File: src/i2crm_pkg.sv
// ----------------------------------------------------------------------------
// I2C register access master package
// Beat types and shared constants for the register access master.
// ----------------------------------------------------------------------------
package i2crm_pkg;

  // Width of the bus step counter; only this many low bits of the
  // half period register take effect.
  localparam int unsigned COUNT_BITS = 16;

  // Reset value of the half period register.
  localparam logic [15:0] HALF_PERIOD_RESET = 16'd160;

  // Bits in one bus byte.
  localparam logic [3:0] BITS_PER_BYTE = 4'd8;

  // Command operations.
  localparam logic OP_WRITE = 1'b0;
  localparam logic OP_READ  = 1'b1;

  // Completion status codes.
  localparam logic STATUS_OK   = 1'b0;
  localparam logic STATUS_NACK = 1'b1;

  // One input beat: a single clock tick of the bus engine.
  typedef struct packed {
    logic        start_cmd;
    logic        operation;
    logic [6:0]  device_address;
    logic [7:0]  register_address;
    logic [15:0] byte_count;
    logic [7:0]  write_byte;
    logic        write_byte_valid;
    logic        sda_in;
  } in_t;

  // One result beat: pin drives and events after that tick.
  typedef struct packed {
    logic       scl_low;
    logic       sda_low;
    logic [7:0] read_byte;
    logic       read_byte_valid;
    logic       write_byte_taken;
    logic       busy_res;
    logic       done_res;
    logic       status;
  } out_t;

endpackage

File: src/i2crm_engine.sv
// ----------------------------------------------------------------------------
// I2C register access engine
// Bus sequencer that advances by one tick on every step and reports the
// pin drives and transfer events that the tick produces.
// ----------------------------------------------------------------------------
module i2crm_engine (
  input  logic              clk,
  input  logic              rst_n,
  input  logic              step,
  input  i2crm_pkg::in_t    cmd,
  input  logic [15:0]       half_period,
  output i2crm_pkg::out_t   res
);

  typedef enum logic [3:0] {
    PH_IDLE, PH_STA1, PH_STA2, PH_WLOW, PH_WHIGH, PH_ALOW, PH_AHIGH, PH_WAITD,
    PH_RLOW, PH_RHIGH, PH_RALOW, PH_RAHIGH, PH_STO1, PH_STO2, PH_STO3
  } phase_t;

  typedef enum logic [1:0] {
    STG_ADDR, STG_REG, STG_DATA
  } stage_t;

  localparam int unsigned CB = i2crm_pkg::COUNT_BITS;

  phase_t             phase_r, phase_nxt;
  stage_t             stage_r, stage_nxt;
  logic [CB-1:0]      delay_r, delay_nxt;
  logic [3:0]         bit_r, bit_nxt;
  logic [7:0]         shift_r, shift_nxt;
  logic [15:0]        left_r, left_nxt;
  logic [6:0]         dev_r, dev_nxt;
  logic [7:0]         reg_r, reg_nxt;
  logic               op_r, op_nxt;
  logic               rpart_r, rpart_nxt;
  logic               nack_r, nack_nxt;
  logic               scl_r, scl_nxt;
  logic               sda_r, sda_nxt;

  logic [CB-1:0]      lim_raw;
  logic [CB:0]        lim;
  logic [CB:0]        delay_inc;
  logic [3:0]         bit_inc;
  logic [7:0]         got_byte;
  logic               got_valid;
  logic               taken;
  logic               done;
  logic               st;

  // A zero half period counts as a single tick.
  assign lim_raw   = half_period[CB-1:0];
  assign lim       = (lim_raw == '0) ? (CB+1)'(1) : {1'b0, lim_raw};
  assign delay_inc = {1'b0, delay_r} + (CB+1)'(1);
  assign bit_inc   = bit_r + 4'd1;

  always_comb begin
    phase_nxt = phase_r;
    stage_nxt = stage_r;
    delay_nxt = delay_r;
    bit_nxt   = bit_r;
    shift_nxt = shift_r;
    left_nxt  = left_r;
    dev_nxt   = dev_r;
    reg_nxt   = reg_r;
    op_nxt    = op_r;
    rpart_nxt = rpart_r;
    nack_nxt  = nack_r;
    scl_nxt   = scl_r;
    sda_nxt   = sda_r;
    got_byte  = 8'd0;
    got_valid = 1'b0;
    taken     = 1'b0;
    done      = 1'b0;
    st        = i2crm_pkg::STATUS_OK;

    if (phase_r == PH_IDLE) begin
      if (cmd.start_cmd) begin
        op_nxt    = cmd.operation;
        dev_nxt   = cmd.device_address;
        reg_nxt   = cmd.register_address;
        left_nxt  = cmd.byte_count;
        rpart_nxt = 1'b0;
        nack_nxt  = 1'b0;
        stage_nxt = STG_ADDR;
        delay_nxt = '0;
        scl_nxt   = 1'b0;
        sda_nxt   = 1'b0;
        phase_nxt = PH_STA1;
      end
    end else if (phase_r == PH_WAITD) begin
      // SCL stays low at the byte boundary until the next data byte shows up.
      if (cmd.write_byte_valid) begin
        taken     = 1'b1;
        left_nxt  = left_r - 16'd1;
        delay_nxt = '0;
        shift_nxt = cmd.write_byte;
        bit_nxt   = 4'd0;
        scl_nxt   = 1'b1;
        sda_nxt   = ~cmd.write_byte[7];
        phase_nxt = PH_WLOW;
      end
    end else if (delay_inc < lim) begin
      delay_nxt = delay_inc[CB-1:0];
    end else begin
      delay_nxt = '0;
      case (phase_r)
        PH_STA1: begin
          sda_nxt   = 1'b1;
          phase_nxt = PH_STA2;
        end
        PH_STA2: begin
          stage_nxt = STG_ADDR;
          shift_nxt = {dev_r, rpart_r};
          bit_nxt   = 4'd0;
          scl_nxt   = 1'b1;
          sda_nxt   = ~dev_r[6];
          phase_nxt = PH_WLOW;
        end
        PH_WLOW: begin
          scl_nxt   = 1'b0;
          phase_nxt = PH_WHIGH;
        end
        PH_WHIGH: begin
          scl_nxt   = 1'b1;
          shift_nxt = {shift_r[6:0], 1'b0};
          bit_nxt   = bit_inc;
          if (bit_inc < i2crm_pkg::BITS_PER_BYTE) begin
            sda_nxt   = ~shift_r[6];
            phase_nxt = PH_WLOW;
          end else begin
            sda_nxt   = 1'b0;
            phase_nxt = PH_ALOW;
          end
        end
        PH_ALOW: begin
          scl_nxt   = 1'b0;
          phase_nxt = PH_AHIGH;
        end
        PH_AHIGH: begin
          scl_nxt = 1'b1;
          sda_nxt = 1'b0;
          if (cmd.sda_in) begin
            // Target did not acknowledge: abort through a stop condition.
            nack_nxt  = 1'b1;
            sda_nxt   = 1'b1;
            phase_nxt = PH_STO1;
          end else if (stage_r == STG_ADDR) begin
            if (rpart_r) begin
              if (left_r == 16'd0) begin
                sda_nxt   = 1'b1;
                phase_nxt = PH_STO1;
              end else begin
                shift_nxt = 8'd0;
                bit_nxt   = 4'd0;
                phase_nxt = PH_RLOW;
              end
            end else begin
              stage_nxt = STG_REG;
              shift_nxt = reg_r;
              bit_nxt   = 4'd0;
              sda_nxt   = ~reg_r[7];
              phase_nxt = PH_WLOW;
            end
          end else if (stage_r == STG_REG && op_r == i2crm_pkg::OP_WRITE &&
                       left_r != 16'd0) begin
            stage_nxt = STG_DATA;
            phase_nxt = PH_WAITD;
          end else if (stage_r == STG_DATA && left_r != 16'd0) begin
            phase_nxt = PH_WAITD;
          end else begin
            sda_nxt   = 1'b1;
            phase_nxt = PH_STO1;
          end
        end
        PH_RLOW: begin
          scl_nxt   = 1'b0;
          phase_nxt = PH_RHIGH;
        end
        PH_RHIGH: begin
          scl_nxt   = 1'b1;
          shift_nxt = {shift_r[6:0], cmd.sda_in};
          bit_nxt   = bit_inc;
          if (bit_inc < i2crm_pkg::BITS_PER_BYTE) begin
            phase_nxt = PH_RLOW;
          end else begin
            got_valid = 1'b1;
            got_byte  = {shift_r[6:0], cmd.sda_in};
            left_nxt  = left_r - 16'd1;
            // Acknowledge every byte but the last one.
            sda_nxt   = (left_r != 16'd1);
            phase_nxt = PH_RALOW;
          end
        end
        PH_RALOW: begin
          scl_nxt   = 1'b0;
          phase_nxt = PH_RAHIGH;
        end
        PH_RAHIGH: begin
          scl_nxt = 1'b1;
          if (left_r != 16'd0) begin
            shift_nxt = 8'd0;
            bit_nxt   = 4'd0;
            sda_nxt   = 1'b0;
            phase_nxt = PH_RLOW;
          end else begin
            sda_nxt   = 1'b1;
            phase_nxt = PH_STO1;
          end
        end
        PH_STO1: begin
          scl_nxt   = 1'b0;
          phase_nxt = PH_STO2;
        end
        PH_STO2: begin
          sda_nxt   = 1'b0;
          phase_nxt = PH_STO3;
        end
        PH_STO3: begin
          if (op_r == i2crm_pkg::OP_READ && !rpart_r && !nack_r) begin
            rpart_nxt = 1'b1;
            phase_nxt = PH_STA1;
          end else begin
            done      = 1'b1;
            st        = nack_r ? i2crm_pkg::STATUS_NACK : i2crm_pkg::STATUS_OK;
            phase_nxt = PH_IDLE;
          end
        end
        default: begin
          phase_nxt = PH_IDLE;
          scl_nxt   = 1'b0;
          sda_nxt   = 1'b0;
        end
      endcase
    end
  end

  always_ff @(posedge clk) begin
    if (!rst_n) begin
      phase_r <= PH_IDLE;
      stage_r <= STG_ADDR;
      delay_r <= '0;
      bit_r   <= 4'd0;
      shift_r <= 8'd0;
      left_r  <= 16'd0;
      dev_r   <= 7'd0;
      reg_r   <= 8'd0;
      op_r    <= 1'b0;
      rpart_r <= 1'b0;
      nack_r  <= 1'b0;
      scl_r   <= 1'b0;
      sda_r   <= 1'b0;
    end else if (step) begin
      phase_r <= phase_nxt;
      stage_r <= stage_nxt;
      delay_r <= delay_nxt;
      bit_r   <= bit_nxt;
      shift_r <= shift_nxt;
      left_r  <= left_nxt;
      dev_r   <= dev_nxt;
      reg_r   <= reg_nxt;
      op_r    <= op_nxt;
      rpart_r <= rpart_nxt;
      nack_r  <= nack_nxt;
      scl_r   <= scl_nxt;
      sda_r   <= sda_nxt;
    end
  end

  always_comb begin
    res.scl_low          = scl_nxt;
    res.sda_low          = sda_nxt;
    res.read_byte        = got_byte;
    res.read_byte_valid  = got_valid;
    res.write_byte_taken = taken;
    res.busy_res         = (phase_nxt != PH_IDLE);
    res.done_res         = done;
    res.status           = st;
  end

endmodule

File: src/i2c_register_access_master_top.sv
// ----------------------------------------------------------------------------
// I2C register access master
// Tick-driven I2C master that performs register writes and register reads.
// ----------------------------------------------------------------------------
// Every input beat is one tick of the bus engine and produces exactly one
// result beat carrying the SCL and SDA open-drain drives after that tick,
// plus any received byte, write byte consumption and completion status.
// A beat is taken every cycle unless in_stall is raised: the engine state
// and the result register update together on one edge, so the rate is one
// beat per cycle, and a result beat is valid in the cycle after its input
// beat is accepted. The result register is the only buffer; while it holds
// a beat that the downstream side stalls, in_stall is raised. The half
// period register sets how many ticks each bus step lasts (zero acts as
// one), and it should be written only while no transaction is in progress.
module i2c_register_access_master_top (
  input  logic              clk,
  input  logic              rst_n,
  // Input beats: one bus tick each.
  input  logic              in_valid,
  output logic              in_stall,
  input  i2crm_pkg::in_t    in_data,
  // Result beats.
  output logic              out_valid,
  input  logic              out_stall,
  output i2crm_pkg::out_t   out_data,
  // Half period register write port.
  input  logic              cfg_we,
  input  logic [15:0]       cfg_wdata
);

  logic              in_fire;
  logic              out_fire;
  logic [15:0]       half_period_r;
  logic              out_valid_r;
  i2crm_pkg::out_t   out_data_r;
  i2crm_pkg::out_t   step_res;

  // The result register can take a new beat whenever it is empty or its
  // current beat leaves in this same cycle. Nothing is taken during reset.
  assign in_stall = !rst_n || (out_valid_r && out_stall);
  assign in_fire  = in_valid && !in_stall;
  assign out_fire = out_valid_r && !out_stall;

  always_ff @(posedge clk) begin
    if (!rst_n) begin
      half_period_r <= i2crm_pkg::HALF_PERIOD_RESET;
    end else if (cfg_we) begin
      half_period_r <= cfg_wdata;
    end
  end

  // The engine advances its state only on accepted beats and reports the
  // outcome of the tick combinationally for capture below.
  i2crm_engine u_engine (
    .clk         (clk),
    .rst_n       (rst_n),
    .step        (in_fire),
    .cmd         (in_data),
    .half_period (half_period_r),
    .res         (step_res)
  );

  always_ff @(posedge clk) begin
    if (!rst_n) begin
      out_valid_r <= 1'b0;
    end else if (in_fire) begin
      out_valid_r <= 1'b1;
    end else if (out_fire) begin
      out_valid_r <= 1'b0;
    end
  end

  always_ff @(posedge clk) begin
    if (in_fire) begin
      out_data_r <= step_res;
    end
  end

  assign out_valid = out_valid_r;
  assign out_data  = out_data_r;

endmodule

File: config.mk
export PLATFORM = sky130hd
export DESIGN_NAME = i2c_register_access_master_top
export DESIGN_NICKNAME = d
export VERILOG_FILES = /design/src/i2crm_pkg.sv /design/src/i2crm_engine.sv /design/src/i2c_register_access_master_top.sv
export SDC_FILE = /design/constraint.sdc
export NUM_CORES = 1
export LEC_CHECK = 0
export ABC_AREA = 0
export ABC_CLOCK_PERIOD_IN_PS = 4400
export BUFFER_PORTS_ARGS = -buffer_cell sky130_fd_sc_hd__buf_4
export CAP_MARGIN = 20
export CORE_AREA = 2 2 102 124
export CTS_CLUSTER_SIZE = 25
export DETAILED_ROUTE_END_ITERATION = 6
export DIE_AREA = 0 0 104 126
export GPL_TIMING_DRIVEN = 0
export PLACE_DENSITY = 0.71
export SYNTH_ARGS = -nofsm -noshare
export SYNTH_HDL_FRONTEND = slang
export SYNTH_SLANG_ARGS = --single-unit
File: constraint.sdc
create_clock -name clk -period 4.4 [get_ports clk]
set_clock_uncertainty 0.05 [all_clocks]
set_input_delay 0.66 -clock clk [delete_from_list [all_inputs] [get_ports clk]]
set_output_delay 0.66 -clock clk [all_outputs]
set_load 0.01 [all_outputs]
==> flow_summary.toml, run 1 <==
[outcome]
status = "finished, violations left"
violations = "design-rule violations"

[cells_and_area]
area_growth_pct = 20.0
multi_input_area_mm2 = 0.00341
drive_above_1_share = 0.172
finish.net_count = 885
finish.utilization = 0.587
regArea_mm2 = 0.00217
diodes = 0
design_area_mm2 = 0.00698
fillers = 1121

[yosys]
ys_seq_elements = 101
yosysUniqueCellTypes = 72
async_reset_ff_frac = 0
yosysSeqAreaShare = 0.374
yosys.area_share.simple = 0.249
yosysWarnings = 0
synth_area_mm2 = 0.00581
synth_ff_type = "dfxtp_1"
synthAdderAreaFrac = 0.0426
synth_top_family_by_area = "simple AND/OR/NAND/NOR gates"
synthXorXnorAreaFrac = 0.0226
netlist_instances = 712
avgSynthCellArea_um2 = 8.16
synth_compound_area_frac = 0.222
synth_fp_nets = 795
muxShareOfSynthArea = 0.0379
synth_edf_count = 15

[detailed_routing]
first_pass_iters = 7
drtIter0Drc = 466
vias = 5778
routed_via_density = 5.97
routed_wl_um = 16800
wire_per_inst_um = 17.3
drc_errors = 3
ant_nets = 0

[floorplanning]
die_height_um = 126
die_w_um = 104
die_area_mm2 = 0.0131
initial_core_util = 0.489
rows = 44
io_pins = 81
core_region_area_mm2 = 0.0119

[global_route]
gr-total-overflow = 0
first_global_vias = 5600
grt_first_pass_wirelength_um = 26800
antenna_found_initial = 0
grt_max_degree = 20
grt.total_usage = 0.250

[critical_path]
crit_buf_inv = 3
r2r_cells = 16
crit_required_ps = 4430
crit_path_end_kind = "flip-flop"
r2r_slack_ps = 140
crit_chain = "buf_2, nand3_2, nor4_4, and3_4, and3_2, nand3_2, xnor2_1, ha_1, nand3_1, or3_1, a31o_1, o211a_1, buf_2, buf_4, a311oi_4, nand4_1"
arrival_ps = 4290
worstReg2RegEnd = "out_data[2]"
cp_max_fo = 10
cp-startpoint = "u_engine.delay_r[4]"
slowest_stage = "or3_1"
worstSetupPathType = "reg2reg"
crit_path_end = "out_data[2]"
slowest_delay_ps = 450
critPathLaunchType = "flip-flop"
rr_startpoint = "u_engine.delay_r[4]"
path_delay_family = "simple AND/OR/NAND/NOR gates"
crit_cells = 16

[clock_network]
cts_sinks = 101
numCtsBuffers = 9
cts-root-buf = "clkbuf_16"
cts_max_level = 3
tritoncts = "yes"
clock_latency_ps = 360
clockBufferDepth = 2
clk_pin_slew_ps = 80

[sta]
fin_crit_ps = 4260
maxSlewViolCount = 0
tightest_slew_ps = 672
hold_ws_ps = 410
fin_ws_ps = 139
tns_ps = 0
slew_headroom = 0.552
fin_crit_sh = 0.968
hold_viol_final = 0
setup_viol = 0
clock.fmax_mhz = 235

[min_path]
hp-class = "reg2reg"

[place]
dp_slack_ps = -416
portBuffers = 78
place_area_mm2 = 0.00662
dpl.hpwl_um = 12600
place.gp.congestion = 0.975

[pwr]
power.density_mw_per_mm2 = 304
peakVddDrop_v = 0.000164
leakage_uw = 0.00291

[job]
drv_cap = 0
## sequential cells by signal, indices dropped and copies added (netlist names)
| signal | flops |
|---|---|
| half_period_r | 16 |
| out_data | 15 |
| out_valid | 1 |
| u_engine.bit_r | 4 |
| u_engine.delay_r | 16 |
| u_engine.dev_r | 7 |
| u_engine.left_r | 16 |
| u_engine.nack_r | 1 |
| u_engine.op_r | 1 |
| u_engine.phase_r | 4 |
| u_engine.reg_r | 8 |
| u_engine.rpart_r | 1 |
| u_engine.scl_r | 1 |
| u_engine.sda_r | 1 |
| u_engine.shift_r | 7 |
| u_engine.stage_r | 2 |
## tightest hold or removal path: cells and delay by family (launching register included)
family / cells / cell delay [ps]
DFF: 1 / 310
AOI/OAI and AO/OA: 1 / 50
and+or+nand+nor: 1 / 50
## routing by layer
layer  vias to the layer above  track usage  routed length, µm  share of wire
met5                         -            0                  0              0
met4                         0        0.107                525          0.031
met3                        50       0.0393                876          0.052
met2                       192        0.457               8580           0.51
met1                      2751        0.289               6800           0.41
li1                       2785            -                  -              -
## cell families after synthesis
logic type,Yosys count
AND/OR/NAND/NOR,298
flip-flops,101
multiplexers,22
AO/OA/AOI/OAI,180
adder cells (fa/ha/maj),20
buffers and inverters,76
XOR/XNOR,15
## where the power goes
part | switching [µW] | total (µW) | internal, µW
Combinational | 214 | 357 | 143
Sequential | 25.1 | 991 | 966
Clock | 379 | 771 | 392
Total | 617 | 2120 | 1500
## per-stage QoR
stage               cells  total power, µW
floorplan             712             1230
global placement      951             1350
detailed placement    952             1360
CTS                   966             2120
global route          968             2200
finish                968             2120
## what timing repair did
item | 4_1_cts | 5_1_grt
hold buffers | 0 | 0
gates resized for setup | 6 | 10
setup buffers | 0 | 2
cloned | 0 | 0
setup endpoints to repair | 59 | 50
pin swaps | 1 | 2
## synth_stat cells, drive strengths merged (5+ instances only)
cell	n	area, µm²
a211oi	7	52.6
a21oi	46	234
a222oi	6	60.1
a31oi	9	56.3
and2	11	68.8
and3	6	37.5
buf	16	77.6
clkbuf	29	109
dfxtp	86	1720
edfxtp	15	450
ha	19	238
inv	31	116
mux2i	22	220
nand2	97	380
nand2b	7	43.8
nand3	24	125
nand4	11	68.8
nor2	79	299
nor3	23	115
nor4	11	83.8
o211a	8	80.1
o211ai	10	75.1
o21ai	32	164
o21bai	5	41.3
o221a	11	124
o31ai	6	45.0
or3	7	43.8
xnor2	6	52.6
xor2	9	78.8
## placed cells by master, fill, tap and decap left out, types with 22 or more instances in the layout
master and n:
dfxtp_1 85, buf_4 81, mux2i_1 22, o21ai_0 26, nand2_1 96, clkbuf_1 27
inv_1 31, nor2_1 78, nor3_1 22, a21oi_1 45
## worst min path at each step
stage	startpoint	endpoint	slack, ps	depth (start not counted)
final	u_engine.reg_r[2]	u_engine.reg_r[2]	410	2
after global routing	u_engine.reg_r[2]	u_engine.reg_r[2]	430	2
after CTS	u_engine.reg_r[2]	u_engine.reg_r[2]	410	2
after detailed placement	u_engine.reg_r[2]	u_engine.reg_r[2]	400	2
after global placement	u_engine.reg_r[4]	u_engine.reg_r[4]	400	2
after floorplan	u_engine.dev_r[6]	u_engine.dev_r[6]	380	2
## cell type report
| cell class | count | area share |
|---|---|---|
| inverters | 31 | 0.0167 |
| well taps | 161 | 0.0289 |
| repair buffers | 81 | 0.0882 |
| flip-flops and latches | 101 | 0.312 |
| clock buffers | 9 | 0.0323 |
| plain buffers | 43 | 0.0262 |
| clock inverters | 7 | 0.00807 |
| multi-input cells | 535 | 0.488 |
Power figures use the tool's default switching activity.
==> run 2: changes to the inputs <==
Settings changed: ABC_CLOCK_PERIOD_IN_PS 4400 to 3950.
Clock period 4.4 ns to 3.95 ns, I/O delays scaled along.
==> flow_summary.toml, run 2 (synthesized netlist as in run 1, its figures left out) <==
[outcome]
status = "finished, violations left"
violations = "design-rule violations"

[clock_network]
clk_pin_slew_ps = 70
cts_sinks = 101
cts_max_level = 3
numCtsBuffers = 9
cts-hold-fix-buffers = 0
clock_latency_ps = 360
tritoncts = "yes"
cts-root-buf = "clkbuf_16"
clockBufferDepth = 2

[global_route]
first_global_vias = 5766
antenna_found_initial = 0
grt_max_degree = 19
grt.total_usage = 0.262
grt_first_pass_wirelength_um = 27800
gr-total-overflow = 0

[min_path]
whs_path_depth = 3
hp-class = "in2reg"

[cells_and_area]
area_growth_pct = 23.3
finish.net_count = 891
regArea_mm2 = 0.00218
mostFrequentLayoutCells = "nand2_1 (94), buf_4 (87), dfxtp_1 (79)"
top_regs = "half_period_r (16), u_engine.delay_r (16), u_engine.left_r (16)"
finish.utilization = 0.603
drive_above_1_share = 0.192
diodes = 0
multi_input_area_mm2 = 0.00347
final_common_cell = "nand2_1"
fillers = 1067

[pwr]
power.density_mw_per_mm2 = 347
leakage_uw = 0.00298
peakVddDrop_v = 0.000198
p_comb_frac = 0.162
p_sw_frac = 0.276
p_int_uw = 1800
p_sw_uw = 685
p_seq_frac = 0.444
clock_power_share = 0.393

[sta]
slew_headroom = 0.540
fin_crit_ps = 3850
fin_ws_ps = 101
setup_viol = 0
fin_crit_sh = 0.974
clock.fmax_mhz = 260
tightest_slew_ps = 690
maxSlewViolCount = 0
grt_setup_unrepaired = "true"
tns_ps = 0
hold_viol_final = 0

[critical_path]
crit_path_end_kind = "flip-flop"
cp_max_fo = 10
r2r_cells = 16
slowest_delay_ps = 370
arrival_ps = 3880
crit_required_ps = 3980
crit_buf_inv = 3
crit_cells = 16
crit_path_frequent_cell = "buf_6"
crit_chain = "buf_6, nand2_2, nor4_4, and3_4, and3_4, nand3_2, xnor2_1, ha_1, nand3_2, or3_4, a31o_1, o211a_1, buf_6, buf_6, a311oi_4, nand4_1"
slowest_stage = "or3_4"
r2r_slack_ps = 100
worstSetupPathType = "reg2reg"
path_delay_family = "simple AND/OR/NAND/NOR gates"
critPathLaunchType = "flip-flop"

[place]
place.gp.congestion = 0.931
dpl.hpwl_um = 12600
dp_slack_ps = -703
portBuffers = 78

[floorplanning]
rows = 44
core_region_area_mm2 = 0.0119
io_pins = 81
die_height_um = 126
die_area_mm2 = 0.0131
die_w_um = 104
initial_core_util = 0.489

[detailed_routing]
first_pass_iters = 7
drc_errors = 1
routed_wl_um = 17100
wire_per_inst_um = 17.6
routed_via_density = 5.95
ant_nets = 0
drtIter0Drc = 437
vias = 5799

[job]
drv_cap = 0
-- run 2: cell count changes in the layout (fill, tap and decap cells not counted), moves of 2 or more --
| cell | delta |
|---|---|
| buf_4 | +6 |
| buf_6 | +5 |
| nand2_2 | +2 |
| nand3_4 | +2 |
| nand2_1 | -2 |
| dfxtp_1 | -6 |
| dfxtp_2 | +6 |
| bufinv_16 | +2 |
| buf_2 | -6 |
| clkinv_4 | -2 |
-- run 2: repair_timing --
| item | in CTS | in global routing |
|---|---|---|
| setup endpoints to repair | 66 | 66 |
| pin swaps | 5 | 6 |
| hold endpoints to repair | 0 | 0 |
| gates resized for setup | 25 | 19 |
| buffers inserted | 4 | 3 |
-- run 2: path summary, 6_finish.rpt --
kind                             from           endpoint
setup / recovery  u_engine.delay_r[5]        out_data[2]
hold / removal           cfg_wdata[5]   half_period_r[5]
setup reg to reg  u_engine.delay_r[5]        out_data[2]
hold reg to reg     u_engine.reg_r[1]  u_engine.reg_r[1]
-- run 2: worst register-to-register path, delay by kind of cell, from the launching register on --
family,cells,cell delay [ps]
xor gates and xnor gates,1,150
AOI/OAI and AO/OA,3,740
adders and majority gates,1,310
buffers and inverters,3,440
DFF,1,330
and+or+nand+nor,8,1560
-- run 2: final cells by class --
type | count | share of cell area
multi-input cells | 535 | 0.484
flip-flops and latches | 101 | 0.304
repair buffers | 86 | 0.0911
clock buffers | 9 | 0.0314
plain buffers | 44 | 0.0312
well taps | 161 | 0.0281
inverters | 31 | 0.0162
clock inverters | 7 | 0.0136
-- run 2: stage by stage --
stage,std cells,power (µW),instance area [µm²],hold WS [ps]
global route,974,2580,7170,415
global placement,951,1500,6610,402
finish,974,2480,7170,407
floorplan,712,1370,5820,382
detailed placement,952,1520,6620,403
CTS,971,2490,7080,403
-- run 2: power groups by stage --
stage	combinational, µW	sequential (µW)	clock [µW]
after global routing	440	1110	1030
final	404	1100	976
after global placement	377	1130	0
after floorplan	245	1120	0
after detailed placement	389	1130	0
after CTS	397	1100	987
-- run 2: metal layers --
layer / vias to the layer above / track usage / wire (µm)
met2: 250 / 0.477 / 8900
met3: 44 / 0.0533 / 1010
met5: - / 0 / 0
li1: 2786 / - / -
met1: 2719 / 0.298 / 6720
met4: 0 / 0.110 / 481
==> run 3: changes to the inputs <==
Settings changed: CORE_AREA 2 2 102 124 to 2 2 95 116, DIE_AREA 0 0 104 126 to 0 0 97 118, PLACE_DENSITY 0.71 to 0.8, SKIP_CTS_REPAIR_TIMING set to 1, SYNTH_HIERARCHICAL set to 1.
==> flow_summary.toml, run 3 <==
[yosys]
synth_fp_nets = 807
synth_ff_type = "dfxtp_1"
yosysUniqueCellTypes = 73
synthTopCellsByArea = "dfxtp_1 (29%), edfxtp_1 (7.7%), nand2_1 (6.3%)"
synth_edf_count = 15
netlist_instances = 723
avgSynthCellArea_um2 = 8.11
async_reset_ff_frac = 0
ys_seq_elements = 101
synth_top_area_share = 0.294
yosysSeqAreaShare = 0.370
synth_common_cells = "nand2_1 (98), dfxtp_1 (86), nor2_1 (71)"
yosysMostFrequentCell = "nand2_1"
yosysWarnings = 6
synth_top_area_cell = "dfxtp_1"
synth_area_mm2 = 0.00587

[pwr]
p_sw_frac = 0.269
p_comb_frac = 0.160
power.density_mw_per_mm2 = 344
p_int_uw = 1780
peakVddDrop_v = 0.000219
leakage_uw = 0.00283
p_seq_frac = 0.451
clock_power_share = 0.389
p_sw_uw = 655

[critical_path]
critPathLaunchType = "flip-flop"
crit_required_ps = 4140
worstSetupPathType = "reg2reg"
arrival_ps = 3960
rr_startpoint = "u_engine/delay_r[0]"
cp_max_fo = 10
crit_path_end_kind = "flip-flop"
cp-startpoint = "u_engine/delay_r[0]"

[global_route]
first_global_vias = 5705
gr-total-overflow = 0
grt.total_usage = 0.291
grt_first_pass_wirelength_um = 27200
antenna_found_initial = 0
grt_max_degree = 17

[detailed_routing]
wire_per_inst_um = 17.9
routed_wl_um = 17000
met3_length_um = 795
top_layer = "met4"
routed_via_density = 6.10
first_pass_iters = 5
route.met2.wl_um = 8910
drtIter0Drc = 408
ant_nets = 0
wl_met1_um = 6710
drc_errors = 0
vias = 5807

[cells_and_area]
final_common_cell = "nand2_1"
diodes = 0
design_area_mm2 = 0.00709
area_growth_pct = 20.9
drive_above_1_share = 0.199
finish.utilization = 0.688
final_cells = 952
mostFrequentLayoutCells = "nand2_1 (96), buf_4 (92), dfxtp_1 (81)"
top_regs = "half_period_r (16), u_engine/delay_r (16), u_engine/left_r (16)"
finish.net_count = 902

[sta]
fin_crit_sh = 0.954
maxSlewViolCount = 0
hold_viol_final = 0
tns_ps = 0
tightest_slew_ps = 915
fin_crit_ps = 3770
clock.fmax_mhz = 265
slew_headroom = 0.390
setup_viol = 0

[place]
portBuffers = 79
place.gp.congestion = 0.946
place_area_mm2 = 0.00662
dp.cells = 931
dpl.hpwl_um = 12800

[clock_network]
cts-root-buf = "clkbuf_16"
tritoncts = "yes"
cts_sinks = 101
numCtsBuffers = 9
clock_latency_ps = 350
clockBufferDepth = 2
clk_pin_slew_ps = 70
cts_max_level = 3

[job]
drv_cap = 0

[floorplanning]
initial_core_util = 0.569
io_pins = 81
rows = 41
die_height_um = 118
die_w_um = 97
die_area_mm2 = 0.0114
core_region_area_mm2 = 0.0103

[min_path]
hp-class = "in2reg"
hold_path_startpoint = "cfg_wdata[7]"

[outcome]
status = "completed"
-- run 3: cell count changes after synthesis, moves of 6 or more --
cell | before | now
a21o_1 | 2 | 10
a21oi_1 | 45 | 64
buf_4 | 0 | 6
inv_1 | 31 | 24
nand3_1 | 23 | 29
nor2_1 | 78 | 71
nor2b_1 | 4 | 17
o211a_1 | 8 | 0
o21ai_0 | 26 | 33
o221a_2 | 11 | 3
-- run 3: cells by family (layout without fill, tap and decap cells) --
| kind of cell | Yosys count | count (layout) | share of synthesized area |
|---|---|---|---|
| simple gates | 300 | 300 | 0.245 |
| compound gates | 196 | 196 | 0.228 |
| flops | 101 | 101 | 0.370 |
| buf+inv | 72 | 172 | 0.0595 |
| fa+ha+maj | 20 | 20 | 0.0427 |
| mux | 18 | 18 | 0.0307 |
| xor+xnor | 16 | 16 | 0.0239 |
-- run 3: power groups by stage --
stage	sequential [µW]	combinational [µW]	clock (µW)
after floorplan	1120	235	0
after global placement	1120	367	0
after detailed placement	1120	378	0
after CTS	1100	379	965
after global routing	1100	421	997
final	1100	389	948
-- run 3: cell type report --
class,instances,area [µm²]
inverter,24,90.1
fill,859,3220
buffer,47,265
tap,129,161
timing repair buffer,85,638
sequential,101,2180
multi-input combinational,550,3440
clock inverter,6,87.6
clock buffer,10,229
-- run 3: worst paths after layout --
path / slack (ps) / to / cells past startpoint
worst min register to register: 410 / u_engine/reg_r[7] / 2
worst max register to register: 180 / u_engine/shift_r[0] / 17
worst min-delay path: 410 / half_period_r[7] / 3
worst max-delay path: 180 / u_engine/shift_r[0] / 17
-- run 3: stage by stage --
stage | power [µW] | setup slack, ps | hold WS (ps)
floorplan | 1350 | 263 | 386
finish | 2440 | 182 | 408
CTS | 2440 | -778 | 401
global placement | 1490 | -619 | 397
global route | 2520 | -4.24 | 430
detailed placement | 1500 | -755 | 397
-- run 3: metal layers --
metal / GRT usage / up-vias
li1: - / 2797
met3: 0.0451 / 51
met5: 0 / -
met4: 0.149 / 0
met1: 0.321 / 2736
met2: 0.535 / 223
-- run 3: critical path: stages (launching register included) --
cell       delay (ps)
dfxtp_2           380
ha_4              170
and3_1            210
nand2_2            90
nor2_4            160
nand4_1           180
xnor2_2           190
ha_1              320
nand3_1           140
nor2_1             60
a2111o_1          440
a31oi_4           250
a2bb2oi_1         120
o211ai_1          340
buf_4             220
clkbuf_4          180
nand3_1            80
o41ai_1            90
